File: src/hdl/ketar_pkg.sv
// shared types, codes and defaults for the key edge tracker with auto-repeat
// no dependencies; imported by every module of the block but ketar_ram
`default_nettype none

package ketar_pkg;

    // defaults for the top-level parameters
    localparam int KEY_COUNT_DEF  = 512;
    localparam int TIMER_BITS_DEF = 24;

    // command queue depth between front and back
    localparam int Q_DEPTH = 4;

    // fixed field widths of the stream items
    localparam int KEY_W   = 9;
    localparam int DELTA_W = 20;
    localparam int CMD_W   = 2;
    localparam int PHASE_W = 2;
    localparam int CFG_W   = 24;
    localparam int CFG_IDX_W = 2;

    // command codes on the input stream
    localparam logic [CMD_W-1:0] CMD_EVENT = 2'd0;
    localparam logic [CMD_W-1:0] CMD_TICK  = 2'd1;
    localparam logic [CMD_W-1:0] CMD_POLL  = 2'd2;

    // key phases
    localparam logic [PHASE_W-1:0] PH_IDLE     = 2'd0;
    localparam logic [PHASE_W-1:0] PH_PRESSED  = 2'd1;
    localparam logic [PHASE_W-1:0] PH_HELD     = 2'd2;
    localparam logic [PHASE_W-1:0] PH_RELEASED = 2'd3;

    // configuration register indexes
    localparam logic [CFG_IDX_W-1:0] CFG_DAS_DELAY  = 2'd0;
    localparam logic [CFG_IDX_W-1:0] CFG_ARR_PERIOD = 2'd1;

    localparam logic [CFG_W-1:0] DAS_DELAY_RST  = 24'd167000;
    localparam logic [CFG_W-1:0] ARR_PERIOD_RST = 24'd33000;

    // work kinds handed from front to back
    typedef logic [1:0] t_kind;
    localparam t_kind K_EVENT    = 2'd0;
    localparam t_kind K_TICK     = 2'd1;
    localparam t_kind K_POLL     = 2'd2;
    localparam t_kind K_POLL_OOR = 2'd3;

    typedef struct packed {
        t_kind              kind;
        logic [KEY_W-1:0]   key_code;
        logic               key_down;
        logic [DELTA_W-1:0] delta_time;
    } t_cmd;

endpackage

`default_nettype wire

File: src/hdl/ketar_fifo.sv
// short command queue between the front classifier and the back engine
// depends on ketar_pkg for the command type
`default_nettype none

module ketar_fifo #(
    parameter int DEPTH = 4
) (
    input  wire                i_clk,
    input  wire                i_rst_n,
    input  wire                i_push,
    input  wire ketar_pkg::t_cmd i_push_data,
    output logic               o_full,
    input  wire                i_pop,
    output logic               o_valid,
    output ketar_pkg::t_cmd    o_head
);
    import ketar_pkg::*;

    localparam int PW = (DEPTH > 1) ? $clog2(DEPTH) : 1;

    t_cmd          r_buf [DEPTH];
    logic [PW-1:0] r_wr_ptr;
    logic [PW-1:0] r_rd_ptr;
    logic [PW:0]   r_count;

    assign o_full  = (r_count == (PW+1)'(DEPTH));
    assign o_valid = (r_count != '0);
    assign o_head  = r_buf[r_rd_ptr];

    always_ff @(posedge i_clk) begin
        if (i_push) begin
            r_buf[r_wr_ptr] <= i_push_data;
        end
    end

    always_ff @(posedge i_clk) begin
        if (!i_rst_n) begin
            r_wr_ptr <= '0;
            r_rd_ptr <= '0;
            r_count  <= '0;
        end else begin
            if (i_push) begin
                r_wr_ptr <= (r_wr_ptr == PW'(DEPTH-1)) ? '0 : r_wr_ptr + PW'(1);
            end
            if (i_pop) begin
                r_rd_ptr <= (r_rd_ptr == PW'(DEPTH-1)) ? '0 : r_rd_ptr + PW'(1);
            end
            if (i_push && !i_pop) begin
                r_count <= r_count + (PW+1)'(1);
            end else if (!i_push && i_pop) begin
                r_count <= r_count - (PW+1)'(1);
            end
        end
    end

endmodule

`default_nettype wire

File: config.mk
export PLATFORM = sky130hd
export DESIGN_NAME = ketar_fifo
export DESIGN_NICKNAME = d
export VERILOG_FILES = /design/src/hdl/ketar_pkg.sv /design/src/hdl/ketar_fifo.sv
export SDC_FILE = /design/constraint.sdc
export NUM_CORES = 1
export LEC_CHECK = 0
export ABC_AREA = 1
export BUFFER_PORTS_ARGS = -buffer_cell sky130_fd_sc_hd__buf_2
export CORE_ASPECT_RATIO = 0.9
export CORE_UTILIZATION = 40
export CTS_BUF_LIST = sky130_fd_sc_hd__clkbuf_16
export DETAILED_ROUTE_END_ITERATION = 8
export PLACE_DENSITY = 0.66
export REMOVE_ABC_BUFFERS = 1
export SLEW_MARGIN = 20
export SYNTH_ARGS = -nofsm -noshare
export SYNTH_HDL_FRONTEND = slang
export SYNTH_SLANG_ARGS = --single-unit
File: constraint.sdc
create_clock -name i_clk -period 1.75 [get_ports i_clk]
set_clock_uncertainty 0.15 [all_clocks]
set_input_delay 0.525 -clock i_clk [delete_from_list [all_inputs] [get_ports i_clk]]
set_output_delay 0.525 -clock i_clk [all_outputs]
set_load 0.01 [all_outputs]
# [Word level (Yosys, flattened, before mapping)]
# Memories as Yosys holds them, arrays and structs flattened. A register that Yosys moved wholly into a read port is not among the register bits.
# Cells that the tools add are included.
# W data, S select, Z words.
[totals] register_bits=7 latch_bits=0 mem_bits_rw=128 rom_bits=0 inputBits=36 out_inout_bits=34 word_cells=25 n_memories=1
[classes] add_sub_neg=4 mul=0 div=0 n_lt_le_gt_ge=0 eq_ne=3 shifts=0 mux=8 bitwise=0 n_reduce_logical=6
[memory_table] name="r_buf" words=4 word_bits=32 rd=1 rd_ports_with_merged_regs=1 write_ports=1 line="ketar_fifo.sv:21" source="t_cmd r_buf [DEPTH];"
[ops] op="$mux W2" n=4
[ops] op="$mux W3" n=2
[ops] op="$add A2 B1 Y2 const B" n=2
[ops] op="$eq A2 B2 Y1 const B" n=2
[ops] op="$add A3 B1 Y3 const B" n=1
[ops] op="$eq A3 B3 Y1 const B" n=1
[ops] op="$reduce_bool A3 Y1" n=1
[ops] op="$sub A3 B1 Y3 const B" n=1
[ops] op="$logic_and A1 B1 Y1" n=2
[ops] op="$logic_not A1 Y1" n=2
[ops] op="$mux W1" n=2
[ops] op="$reduce_bool A2 Y1" n=1

# [Longest topological paths before layout]
[logic_depth] ltp_word=4 mapped_depth=10

# [Worst setup path after synthesis]
# Ideal clock, no wire load.
[synth_timing] kind="register to register" from="register r_wr_ptr[0]" to="memory r_buf[3][0] (netlist name), enable pin" arrival_time_ns=1.223 required_time_ns=1.213 slack_ns=-0.010 stages_incl_launch_ff=4 n_path_buf=0 period_less_slack_ns=1.760 cell_sequence="dfxtp_1 > ha_1 > nand2_1 > inv_1"
[synth_rtl] element="start: declaration" line="ketar_fifo.sv:22" source="logic [PW-1:0] r_wr_ptr;"
[synth_rtl] element="start signal: assignment" line="ketar_fifo.sv:43" source="r_wr_ptr <= (r_wr_ptr == PW'(DEPTH-1)) ? '0 : r_wr_ptr + PW'(1);"
[synth_rtl] element="end: declaration" line="ketar_fifo.sv:21"
# Straight into the memory's write port.

==> results_dict.tcl <==
set metrics [dict create \
    worst_hold_path_type "input port to flip-flop" \
    fmax_mhz 442 \
    cp_slowest_stage_delay_ps 440 \
    finalNetCount 519 \
    drtIter0Drc 280 \
    grt_antenna_before_repair 2 \
    grt_pass1_wl_um 17200 \
    utilization_pct 53.9 \
    htree_levels 4 \
    cp_data_required_time_ps 1070 \
    min_delay_path_depth 1 \
    netlist.top_cell.by_area "edfxtp_1" \
    path_buf_inv 4 \
    die_area_um2 13600 \
    fin_ws_ps -510 \
    slew_violations 0 \
    violations "setup timing" \
    yosysSeqAreaShare_pct 76.8 \
    yosys-top-cells-count "128 x edfxtp_1, 73 x nor2_1, 39 x o21ai_0" \
    synth_top_area_share_pct 73.4 \
    synth_most_common_cell "edfxtp_1" \
    synth_area_leaders "edfxtp_1 73%, nor2_1 5.2%, o22ai_1 3.8%" \
    track_usage_pct 17.6 \
    slowest_stage "dfxtp_4" \
    path_max_fanout 6 \
    endpoint_kind "primary output" \
    remaining_drc_errors 0 \
    relSlewSlack_pct 80.0 \
    path_delay_family "buffers and inverters" \
    async_flop_share_pct 0 \
    p_clk_share_pct 43.1 \
    hold_violations 0 \
    start_util_pct 41.1 \
    syn_to_final_growth_pct 31.2 \
    grt_start_max_net_pins 33 \
    period_share_pct 129 \
    ant_nets 0 \
    core_um2 12700 \
    powerDensity_nw_per_um2 1210 \
    worstSetupPathType "flip-flop to primary output" \
    p_sw_share_pct 22.2 \
    reg2regPathDepth 8 \
    die_x_um 123 \
    leakagePower_nw 2.56 \
    max-vdd-ir-drop_mv 0.690 \
    synth_edf_count 128 \
    cts_buffers 17 \
    rsz0062_at_grt "true" \
    grt_pass1_vias 3192 \
    cts.sink_count 137 \
    worstMarginPinSlew_ps 297 \
    power.share.combinational_pct 11.1 \
    firstDrtPassIters 4 \
    nFillCells 1018 \
    stdcell_count 654 \
    tritoncts "built" \
    drive_above_1_share_pct 35.2 \
    drt-total-wl_um 11300 \
    worstPathCellList "buf_6, buf_8, inv_8, o21ai_2, o22ai_2, buf_2" \
    die_h_um 111 \
    maxCapViolCount 0 \
    status "complete, but fails checks" \
    wl_per_cell_um 17.2 \
    grt_overflow 0 \
    layout.area.seq_um2 4030 \
    hold_buffers 0 \
    ys_types 21 \
    crit_cells 6 \
    pin_count 70 \
    cp.arrival_ps 1590 \
    clk_path_buf_depth 2 \
    timing.final.setup_violations 32 \
    start_kind "flip-flop" \
    gp_congestion 0.796 \
    switchingPower_w 0.00185 \
    internal_power_w 0.00647 \
    clk_pin_slew_worst_paths_ps 60 \
    yosys_most_used_dff "edfxtp_1" \
    num_rows 39 \
    seqPwrFrac_pct 45.7 \
    insertion_delay_ps 410 \
    dr_total_vias 3326 \
    cts-root-buf "clkbuf_16" \
    portBuffers 69 \
    multi_input_area_um2 1140 \
    synth_area_um2 5240 \
    place.detailed.hpwl_um 6710 \
    avgSynthCellArea_um2 14.2 \
    dp.cells 612 \
    vias_per_cell 5.09 \
    ys_ff_latch 137 \
    period_minus_slack_ps 2260 \
    synthCells 369 \
    yosysWarnings 0 \
]
-- path summary, 6_finish.rpt --
check	from	endpoint	slack [ps]
worst min register to register	r_wr_ptr[1]$_SDFFE_PN0P_	r_wr_ptr[1]$_SDFFE_PN0P_	390
worst min-delay path	i_push_data[14]	r_buf[2][14]$_DFFE_PP_	170
worst max register to register	r_count[1]$_SDFFE_PN0P_	r_count[2]$_SDFFE_PN0P_	250
worst max-delay path	flip-flop	o_head[20]	-510
-- per-layer routing --
metal | GRT usage [%] | part of all wire (%) | up-vias
met3 | 6.25 | 6.7 | 14
met1 | 22.5 | 43 | 1642
met2 | 27.2 | 49 | 84
met4 | 6.83 | 1.2 | 2
li1 | - | - | 1584
met5 | 0 | 0.098 | -
-- flip-flops by register name, indices dropped and copies added, names as in the netlist, named ones only --
| register | cells |
|---|---|
| r_buf | 128 |
| r_count | 3 |
| r_rd_ptr | 2 |
| r_wr_ptr | 2 |
-- per-stage QoR --
stage	hold WS (ps)	setup slack (ps)	cell area (um^2)	setup TNS, ps	total power (W)
CTS	157	-487	6700	-14010	0.00831
detailed placement	384	-173	5960	-2060	0.00467
floorplan	340	-822	5080	-25580	0.00424
finish	174	-510	6870	-13600	0.00832
global placement	353	-102	5960	-1280	0.00465
global route	166	-574	6870	-15890	0.00861
-- power by group through the flow --
stage               Clock (W)  Sequential (W)  Combinational (W)
detailed placement          0         0.00386           0.000814
floorplan                   0         0.00387           0.000367
global route          0.00378         0.00381            0.00102
finish                0.00359         0.00380           0.000927
CTS                   0.00364         0.00380           0.000873
global placement            0         0.00385           0.000797
-- layout by cell type (no fill, tap or decap), types with 9 or more instances in the layout --
master	Yosys	layout
edfxtp_1	128	128
buf_2	6	69
nor2_1	73	64
o21ai_1	28	32
o22ai_1	32	24
o21ai_0	39	22
clkbuf_16	0	18
buf_4	3	15
inv_1	14	14
o21ai_2	0	10
nand2_1	9	9
buf_12	0	9
-- layout make-up --
type                       count  area share, %
tap                          164           2.99
timing repair buffer         105           11.6
antenna                        1         0.0364
clock inverter                15           2.44
inverter                      16           1.06
multi-input combinational    197           16.6
clock buffer                  17           6.19
sequential                   137           58.7
timing repair inverter         2          0.328
-- logic make-up (layout without fill, tap and decap cells) --
family	after synthesis	in the layout	synth area share (%)
xor gates and xnor gates	1	1	0.167
DFF	137	137	76.8
buffers and inverters	35	155	4.30
other	0	1	0
adders and majority gates	7	7	1.82
and+or+nand+nor	87	87	6.38
AOI/OAI and AO/OA	102	102	10.5
-- what timing repair did --
action                     in CTS  in global routing
buffers inserted                3                  5
cloned                          1                  2
pin swaps                       2                 13
setup endpoints to repair      34                 34
gates resized for setup        42                 39
No activity file was read; power rests on OpenSTA's default activity.
